### config.mk
export PLATFORM = sky130hd
export DESIGN_NAME = sme_div
export DESIGN_NICKNAME = d
export VERILOG_FILES = /design/src/rtl/sme_pkg.sv /design/src/rtl/sme_div.sv
export SDC_FILE = /design/constraint.sdc
export NUM_CORES = 1
export LEC_CHECK = 0
export ABC_AREA = 1
export BUFFER_PORTS_ARGS = -buffer_cell sky130_fd_sc_hd__buf_4
export CAP_MARGIN = 15
export CORE_MARGIN = 1.5
export CORE_UTILIZATION = 50
export CTS_BUF_LIST = sky130_fd_sc_hd__clkbuf_4 sky130_fd_sc_hd__clkbuf_8 sky130_fd_sc_hd__clkbuf_16
export DETAILED_ROUTE_END_ITERATION = 10
export PLACE_DENSITY = 0.75
export SYNTH_ARGS = -nofsm -noshare
export SYNTH_HDL_FRONTEND = slang
export SYNTH_SLANG_ARGS = --single-unit
### constraint.sdc
create_clock -name clk -period 13.55 [get_ports clk]
set_clock_uncertainty 0.15 [all_clocks]
set_input_delay 4.065 -clock clk [delete_from_list [all_inputs] [get_ports clk]]
set_output_delay 4.065 -clock clk [all_outputs]
set_load 0.01 [all_outputs]
### src/rtl/sme_pkg.sv
// ----------------------------------------------------------------------------
// sme_pkg: shared types and constants for the skew matrix exponential
// Fixed widths of the term and sum words, the product and divider
// units, and the configuration register indexes.
// ----------------------------------------------------------------------------
package sme_pkg;

  localparam int IN_FRAC   = 28;             // fraction bits of K entries
  localparam int OUT_FRAC  = 30;             // fraction bits of results
  localparam int DATA_W    = 32;
  localparam int VAL_W     = 62;             // signed term / sum word
  localparam int MAG_W     = VAL_W - 1;      // magnitude of a term word
  localparam logic [MAG_W-1:0] LIM = '1;     // 2^61 - 1
  localparam int PROD_W    = MAG_W + DATA_W; // full product magnitude
  localparam int DVD_W     = 64;             // divider word
  localparam int DIV_STEP  = 8;              // quotient bits per cycle
  localparam int MAXT_W    = 6;
  localparam int THR_W     = 31;
  localparam int CFG_IDX_W = 2;

  localparam logic [CFG_IDX_W-1:0] REG_MAX_TERMS      = 2'd0;
  localparam logic [CFG_IDX_W-1:0] REG_STOP_THRESHOLD = 2'd1;

  typedef logic signed [VAL_W-1:0] val_t;

  typedef struct packed {
    logic              start;
    logic [MAG_W-1:0]  a_mag;
    logic [DATA_W-1:0] b_mag;
  } mul_req_t;

  function automatic logic [MAG_W-1:0] val_mag(input val_t v);
    logic [VAL_W-1:0] n;
    n = v[VAL_W-1] ? -v : v;
    return n[MAG_W-1:0];
  endfunction

endpackage

### src/rtl/sme_div.sv
// ----------------------------------------------------------------------------
// sme_div: iterative divider by the step number
// Restoring division, DIV_STEP quotient bits per cycle on a narrow
// remainder.
// ----------------------------------------------------------------------------
module sme_div import sme_pkg::*; #(
  parameter int DIVISOR_W = 6
) (
  input  logic                 clk,
  input  logic                 rst,
  input  logic                 start,
  input  logic [DVD_W-1:0]     dividend,
  input  logic [DIVISOR_W-1:0] divisor,
  output logic                 done,
  output logic [DVD_W-1:0]     quotient
);

  localparam int ROUNDS = DVD_W / DIV_STEP;
  localparam int CNT_W  = $clog2(ROUNDS + 1);

  logic                 busy;
  logic [CNT_W-1:0]     cnt;
  logic [DVD_W-1:0]     w;
  logic [DIVISOR_W-1:0] r;
  logic [DIVISOR_W-1:0] d;
  logic [DVD_W-1:0]     w_next;
  logic [DIVISOR_W-1:0] r_next;

  always_comb begin
    logic [DIVISOR_W:0] t;
    w_next = w;
    r_next = r;
    for (int s = 0; s < DIV_STEP; s++) begin
      t      = {r_next, w_next[DVD_W-1]};
      w_next = {w_next[DVD_W-2:0], 1'b0};
      if (t >= {1'b0, d}) begin
        t         = t - {1'b0, d};
        w_next[0] = 1'b1;
      end
      r_next = t[DIVISOR_W-1:0];
    end
  end

  assign quotient = w;

  always_ff @(posedge clk) begin
    if (rst) begin
      busy <= 1'b0;
      done <= 1'b0;
      cnt  <= '0;
    end else begin
      done <= 1'b0;
      if (start) begin
        busy <= 1'b1;
        cnt  <= '0;
        w    <= dividend;
        r    <= '0;
        d    <= divisor;
      end else if (busy) begin
        w   <= w_next;
        r   <= r_next;
        cnt <= cnt + 1'b1;
        if (cnt == CNT_W'(ROUNDS - 1)) begin
          busy <= 1'b0;
          done <= 1'b1;
        end
      end
    end
  end

endmodule

==> qor.yml <==
timing:
  worst_hold_slack_ps: 298
  setup_slack_ps: 985
  worstMarginPinSlew_ps: 804
  finalSetupViolCount: 0
  finalHoldViolCount: 0
  slew_viol_final: 0
  min_period_over_period: 0.927
  relSlewSlack: 0.464
  fin_crit_ps: 12570
  fmax_mhz: 79.6
yosys:
  synth_top_family_by_area: "simple AND/OR/NAND/NOR gates"
  synth_nets: 874
  yosys_register_bits: 82
  synth-compound-area-share: 0.0841
  yosys.area_share.adder: 0.127
  ys_types: 47
  synth_area_leaders: "edfxtp_1 (38%), nand2_1 (18%), ha_1 (10%)"
  synth_area_sq_um: 6070
  syn-mean-instance-area_sq_um: 8.16
  ys.warnings.count: 0
  ys.flop_type: "edfxtp_1"
  synth_xor_area_frac: 0.0404
  synth_seq_area_share: 0.396
  synthCells: 744
  synth_enable_flop_cells: 76
  yosys.area.top_type: "edfxtp_1"
  yosys.area_share.simple: 0.288
  async_flop_share: 0
  synth_mux_area_frac: 0
  synth_top_area_share: 0.376
critical_path:
  cp-start-kind: "flip-flop"
  arrival_ps: 12510
  max_stage_delay_ps: 470
  crit_type: "reg -> reg"
  r2r_start: "d[1]"
  cpMaxStageDelayCell: "edfxtp_1"
  rr_endpoint: "r[3]"
  worstSetupEndpointType: "flip-flop"
  critPathMaxFanout: 10
  path_buf_inv: 12
  rrSetupSlack_ps: 980
  cp_top_family: "compound AO/OA/AOI/OAI gates"
  required_ps: 13490
  reg2regPathDepth: 82
  crit_path_frequent_cell: "nand2_1"
drt:
  wirelength_mm: 16.4
  drt_iter0_drc: 385
  final_antenna_net_count: 0
  num_vias: 5393
  vias_per_cell: 5.14
  drt_pass1_iterations: 5
  detail_route.wl_per_cell_um: 15.6
  drc: 0
hold_path:
  min_to: "cnt[3]"
  holdPathStages: 1
  hold_start: "cnt[3]"
  hold_path_class: "reg -> reg"
cts:
  clk_pin_slew_ps: 60
  cts_tree: "done"
  hold_buffers: 0
  cts-root-buf: "clkbuf_16"
  clockBufferDepth: 2
  clk_latency_ps: 330
  clock-sinks: 82
  h-tree-depth: 3
  cts_made_buffers: 9
final_layout:
  drive_gt1_frac: 0.267
  multiInputGateArea_sq_um: 3380
  diodes: 0
  fin_nets: 1028
  regArea_sq_um: 2400
  fin_cells: 1050
  area_growth_pct: 28.4
  nFillCells: 969
  fin_util: 0.655
grt:
  grt_pass1_vias: 5172
  grtUsageTotal: 0.257
  overflow: 0
  grt_max_degree: 75
  antenna_found_initial: 0
  grt_pass1_wl_mm: 25.7
placement:
  place_inst: 1017
  io_buffers: 137
  dpl.hpwl_mm: 12.2
  pre_cts_slack_ps: 242
  place.gp.congestion: 0.883
floorplan:
  initial_core_util: 0.510
  die_x_um: 113
  coreArea_sq_um: 11900
  rows: 40
  ios: 138
  die_h_um: 113
  die-area_sq_um: 12800
outcome:
  status: "finished clean"
run:
  maxCapViolations: 0
worst max path at each step:
stage,startpoint,depth (start not counted),end
global placement,d[1],78,quotient[0]
detailed placement,d[1],78,quotient[0]
floorplan,d[1],84,quotient[0]
global route,d[1],79,quotient[0]
finish,d[1],82,r[3]
CTS,d[1],78,r[3]
cell usage after synthesis, drive strengths merged (8+ instances only):
master	n
xor2	16
xnor2	12
nand2	303
nand3	33
fa	8
clkbuf	14
o21ai	38
inv	78
edfxtp	76
a21oi	32
ha	49
nor2	38
timing repair:
item | CTS | global route
endpoints found under the hold margin | 0 | 0
gates resized for setup | 0 | 29
buffers inserted | 0 | 16
endpoints found under the setup margin | 0 | 7
logic make-up after synthesis:
group / after synthesis
buf+inv: 97
simple gates: 393
flops: 82
compound gates: 87
xor+xnor: 28
fa+ha+maj: 57
flip-flops by register name (all words and copies together), names as in the netlist:
register	cells
d	6
quotient	64
done	1
busy	1
r	6
cnt	4
cells in the final DEF, fill, tap and decap left out, types with 5 or more instances in the layout:
| master | count |
|---|---|
| clkbuf_16 | 9 |
| xor2_1 | 16 |
| nand3_1 | 23 |
| edfxtp_1 | 76 |
| ha_1 | 46 |
| a21oi_2 | 5 |
| nor2_1 | 29 |
| fa_1 | 8 |
| nand3_4 | 5 |
| xnor2_1 | 12 |
| o21ai_2 | 9 |
| o21ai_1 | 12 |
| buf_4 | 160 |
| inv_1 | 72 |
| nand3_2 | 6 |
| nand2_1 | 291 |
| nor2_2 | 5 |
| nor3_1 | 5 |
| nand2_2 | 8 |
| dfxtp_1 | 6 |
| a21oi_1 | 23 |
| o21ai_0 | 17 |
per-layer routing:
| metal | part of all wire | vias up | track usage |
|---|---|---|---|
| met3 | 0.066 | 24 | 0.0616 |
| met2 | 0.48 | 184 | 0.429 |
| met5 | 0 | - | 0 |
| met1 | 0.44 | 2443 | 0.330 |
| met4 | 0.021 | 0 | 0.0808 |
| li1 | - | 2742 | - |
per-stage QoR:
step                setup TNS, ps  cell area (sq um)
finish                          0               7800
global route                 -465               7800
CTS                             0               7570
detailed placement              0               7250
global placement                0               7250
floorplan                       0               6070
final cells by class:
class,count,area share
clock buffers,11,0.0308
clock inverters,5,0.0101
inverters,79,0.0396
multi-input cells,566,0.434
flip-flops and latches,82,0.308
well taps,147,0.0236
repair buffers,160,0.154
Power is left out: the tool's default activity adds up to more than one toggle a clock period on the data nets, which glitch-free logic cannot reach.
