--- src/rtl/sme_pkg.sv ---
// ----------------------------------------------------------------------------
// sme_pkg: shared types and constants for the skew matrix exponential
// Fixed widths of the term and sum words, the product and divider
// units, and the configuration register indexes.
// ----------------------------------------------------------------------------
package sme_pkg;

  localparam int IN_FRAC   = 28;             // fraction bits of K entries
  localparam int OUT_FRAC  = 30;             // fraction bits of results
  localparam int DATA_W    = 32;
  localparam int VAL_W     = 62;             // signed term / sum word
  localparam int MAG_W     = VAL_W - 1;      // magnitude of a term word
  localparam logic [MAG_W-1:0] LIM = '1;     // 2^61 - 1
  localparam int PROD_W    = MAG_W + DATA_W; // full product magnitude
  localparam int DVD_W     = 64;             // divider word
  localparam int DIV_STEP  = 8;              // quotient bits per cycle
  localparam int MAXT_W    = 6;
  localparam int THR_W     = 31;
  localparam int CFG_IDX_W = 2;

  localparam logic [CFG_IDX_W-1:0] REG_MAX_TERMS      = 2'd0;
  localparam logic [CFG_IDX_W-1:0] REG_STOP_THRESHOLD = 2'd1;

  typedef logic signed [VAL_W-1:0] val_t;

  typedef struct packed {
    logic              start;
    logic [MAG_W-1:0]  a_mag;
    logic [DATA_W-1:0] b_mag;
  } mul_req_t;

  function automatic logic [MAG_W-1:0] val_mag(input val_t v);
    logic [VAL_W-1:0] n;
    n = v[VAL_W-1] ? -v : v;
    return n[MAG_W-1:0];
  endfunction

endpackage

--- src/rtl/sme_mul.sv ---
// ----------------------------------------------------------------------------
// sme_mul: shared product unit
// Magnitude of term entry times K entry, in two 32x32 partial products,
// then rounded half up by 2^28 and clamped to 2^61 - 1.
// ----------------------------------------------------------------------------
module sme_mul import sme_pkg::*; (
  input  logic             clk,
  input  logic             rst,
  input  mul_req_t         req,
  output logic             done,
  output logic [MAG_W-1:0] r_mag
);

  localparam logic [2:0] PH_IDLE = 3'd0;
  localparam logic [2:0] PH_LO   = 3'd1;
  localparam logic [2:0] PH_HI   = 3'd2;
  localparam logic [2:0] PH_ADD  = 3'd3;
  localparam logic [2:0] PH_RND  = 3'd4;

  logic [2:0]          ph;
  logic [MAG_W-1:0]    a;
  logic [DATA_W-1:0]   b;
  logic [DATA_W-1:0]   op;
  logic [2*DATA_W-1:0] pp;
  logic [2*DATA_W-1:0] prod_w;
  logic [PROD_W-1:0]   acc;
  logic [PROD_W:0]     rnd;
  logic [PROD_W:0]     shd;

  assign op     = (ph == PH_LO) ? a[DATA_W-1:0] : DATA_W'(a[MAG_W-1:DATA_W]);
  assign prod_w = op * b;
  assign rnd    = {1'b0, acc} + ((PROD_W+1)'(1) << (IN_FRAC - 1));
  assign shd    = rnd >> IN_FRAC;

  always_ff @(posedge clk) begin
    if (rst) begin
      ph   <= PH_IDLE;
      done <= 1'b0;
    end else begin
      done <= 1'b0;
      case (ph)
        PH_IDLE: begin
          if (req.start) begin
            a  <= req.a_mag;
            b  <= req.b_mag;
            ph <= PH_LO;
          end
        end
        PH_LO: begin
          pp <= prod_w;
          ph <= PH_HI;
        end
        PH_HI: begin
          acc <= PROD_W'(pp);
          pp  <= prod_w;
          ph  <= PH_ADD;
        end
        PH_ADD: begin
          acc <= acc + (PROD_W'(pp) << DATA_W);
          ph  <= PH_RND;
        end
        PH_RND: begin
          r_mag <= (shd > (PROD_W+1)'(LIM)) ? LIM : shd[MAG_W-1:0];
          done  <= 1'b1;
          ph    <= PH_IDLE;
        end
        default: ph <= PH_IDLE;
      endcase
    end
  end

endmodule

--- config.mk ---
export PLATFORM = sky130hd
export DESIGN_NAME = sme_mul
export DESIGN_NICKNAME = d
export VERILOG_FILES = /design/src/rtl/sme_pkg.sv /design/src/rtl/sme_mul.sv
export SDC_FILE = /design/constraint.sdc
export NUM_CORES = 2
export LEC_CHECK = 0
export BUFFER_PORTS_ARGS = -buffer_cell sky130_fd_sc_hd__buf_2
export CAP_MARGIN = 0
export CORE_ASPECT_RATIO = 0.75
export CORE_MARGIN = 8
export CORE_UTILIZATION = 55
export DETAILED_ROUTE_END_ITERATION = 8
export HOLD_SLACK_MARGIN = 0.08
export PLACE_DENSITY = 0.72
export RECOVER_POWER = 25
export REMOVE_ABC_BUFFERS = 1
export SLEW_MARGIN = 20
export SYNTH_ARGS = -nofsm -noshare
export SYNTH_HDL_FRONTEND = slang
export SYNTH_SLANG_ARGS = --single-unit
--- constraint.sdc ---
create_clock -name clk -period 11.85 [get_ports clk]
set_clock_uncertainty 0.15 [all_clocks]
set_input_delay 1.7775 -clock clk [delete_from_list [all_inputs] [get_ports clk]]
set_output_delay 1.7775 -clock clk [all_outputs]
set_load 0.03 [all_outputs]
==> implementation parameters <==
Parameter                              Value

CTS
  CTS H-tree lvls    1
  Count of cells resized by post-cts repair    0
  Latest clock arrival within the worst-skew pair    640 ps
  Worst-path clk slew    about 60 ps
  CTS Root Buffer Type    clkbuf_16
  Total clock buffers created by CTS    30
  Clock tree from TritonCTS    yes
  Clock Path Buffers    3
  CTS Hold Bufs    0
  Num Clock Sinks    288
  # Post-CTS Setup Buffers    0

Routing
  Detailed-router iteration count before antenna repair    6
  Antenna-violating nets left    0
  Overall via count from detail_route    around 35k
  Iteration-0 DRC count of the detailed router    roughly 3.2k
  Number of remaining DRC errors    0
  Final routed wirelength across all metal layers    131000 um
  Average wire per cell in the routed design    21.4 um
  Vias per Instance    5.71

STA
  Max-Slew Margin vs Limit    -177%
  Final Hold Fails    0
  Pin slew with the least headroom to its limit    4150 ps
  Minimum clock period after layout    roughly 10000 ps
  Setup repair after global routing missed its margin    no
  Final-report max-slew violation count    162
  Period utilization    83.8%
  # setup viols final    0
  Max frequency    between 0.1 and 0.15 GHz

Floorplan
  Placeable core region    slightly below 90000 um2
  Initial Utilization    55.3%
  Die X-Extent    about 360 um
  I/O pin cnt    158
  Placement Rows    94
  Height of the die    approximately 270 um
  Area of the die    97700 um2

Final layout
  Ratio of cells with drive above 1 in the final layout    6.30%
  Area Growth Syn to Fin    5.37%
  Util after Layout    58.2%
  NumNets Final    6274
  Final non-filler cell area    50900 um2

GRT
  Met3 track demand over resource    roughly 8.7%
  GR Layer Usage met2    40.6%
  Sum of overflow across all layers after global routing    0
  Maximum number of pins on one net before global-route repair    100
  Number of global-route vias before repair    37.2k
  Number of antenna violations at the first check in global routing    4
  Wire length of the first global-routing pass    208000 um
  Layer with the highest usage    met2
  Met1 Use GR    38.6%
  GRT Util Overall    27.3%

Yosys
  Share of synthesized flip-flops with an asynchronous set or reset    0%
  Cell types occupying the most area after synthesis    fa_1 (37%), edfxtp_1 (18%), ha_1 (8.4%)
  Most common cell in the synthesized netlist    inv_1
  Number of enable flip-flop cells after synthesis    284
  Cell area after synthesis    approximately 48000 um2
  Synthesis-stage register bit count    288
  Sequential share of the synthesized area    around 18%
  Cell taking the most area after synthesis    fa_1
  Syn. warnings    0
  Gate count of the mapped netlist    4983
  Area fraction of the dominant cell type after synthesis    37.2%
  Commonest cells post-synth    inv_1 (931), fa_1 (897), nand2_1 (656)
  Distinct cell type count after synthesis    78
  Main flop type after synthesis    edfxtp_1
  Mean post-synth cell area    9.69 um2

Outcome
  Run status    finished with violations
  Violations in the final reports    capacitance limit, slew limit

Placement
  Weighted congestion at the end of routability-driven global placement    0.951
  Standard cell area after detailed placement    49900 um2
  Port Buffer Count    157
  HPWL after DPL    98800 um

Worst setup path
  Data arrival time of the worst path    10180 ps
  Critical Setup Path Class    reg2reg
  Worst path required time    12100 ps
  Crit Path Max Fanout    32
  Critical path startpoint category    flip-flop
  CP endpoint kind    flip-flop

Worst hold path
  Class of the most critical hold timing path    reg2reg

Flow run
  Max capacitance violation total    2
## worst paths after layout
path	cells after the start	startpoint	end	slack, ps
max reg2reg	25	ph[0]	pp[62]	1920
min	2	pp[56]	acc[56]	440
min reg2reg	2	pp[56]	acc[56]	440
max	25	ph[0]	pp[62]	1920
## per-stage QoR
| step | TNS (ps) | hold WS [ps] | setup WS [ps] | std cells |
|---|---|---|---|---|
| after floorplan | -602 | 320 | -139 | 4719 |
| after global placement | 0 | 414 | 2580 | 6076 |
| after detailed placement | 0 | 420 | 2340 | 6077 |
| after CTS | 0 | 437 | 2380 | 6133 |
| after global routing | 0 | 474 | 1380 | 6134 |
| final | 0 | 441 | 1920 | 6136 |
## registers in the layout, indices dropped and copies added (netlist names)
register and cells:
b 32, done 1, pp 64, acc 66, r_mag 61, a 61, ph 3
## layout make-up
cell class | instances | area, um2
Fill cell | 7545 | 36500
Multi-Input combinational cell | 3500 | 35200
Sequential cell | 288 | 8610
Inverter | 931 | 3490
Tap cell | 1152 | 1440
Timing Repair Buffer | 206 | 1150
Clock buffer | 37 | 777
Clock inverter | 19 | 238
Antenna cell | 3 | 7.51
## worst max-delay path, cell delays in order (launching register included)
cell and delay, ps:
dfxtp_1 400, nor3b_2 220, clkbuf_1 790, mux2_2 1010, nand2_1 180, fa_1 570, inv_1 50, fa_1 530
fa_1 500, fa_1 550, fa_1 570, fa_1 530, fa_1 550, inv_1 60, fa_1 530, inv_1 50
ha_1 450, a21o_1 220, a21o_1 170, a21oi_1 160, o21ai_0 120, a221oi_1 360, a21o_1 270, a21o_1 200
a21oi_1 80, nor4bb_1 400
## logic make-up after synthesis
group	count (synthesis)	share of synthesized area, %
buffers and inverters	1195	9.39
and+or+nand+nor	1597	17.0
AOI/OAI and AO/OA	490	6.61
xor gates and xnor gates	156	2.83
muxes	36	0.821
DFF	288	17.8
adders and majority gates	1221	45.6
## placed cells by master (no fill, tap or decap), types with 86 or more instances in the layout
cell / Yosys / routed
nand2_1: 656 / 656
fa_1: 897 / 897
inv_1: 931 / 931
a21oi_1: 149 / 149
ha_1: 324 / 324
edfxtp_1: 284 / 284
and2_1: 547 / 542
o21ai_0: 94 / 93
buf_2: 3 / 156
nor2_1: 86 / 86
## per-layer routing
| metal | part of all wire, % | up-vias | wire length, um |
|---|---|---|---|
| li1 | - | 15445 | - |
| met4 | 2.9 | 2 | 3850 |
| met2 | 42 | 1889 | 55500 |
| met5 | 0.059 | - | 77 |
| met3 | 12 | 275 | 15900 |
| met1 | 43 | 17451 | 55700 |
Power is left out: the tool's default activity adds up to more than one toggle a clock period on the data nets, which glitch-free logic cannot reach.
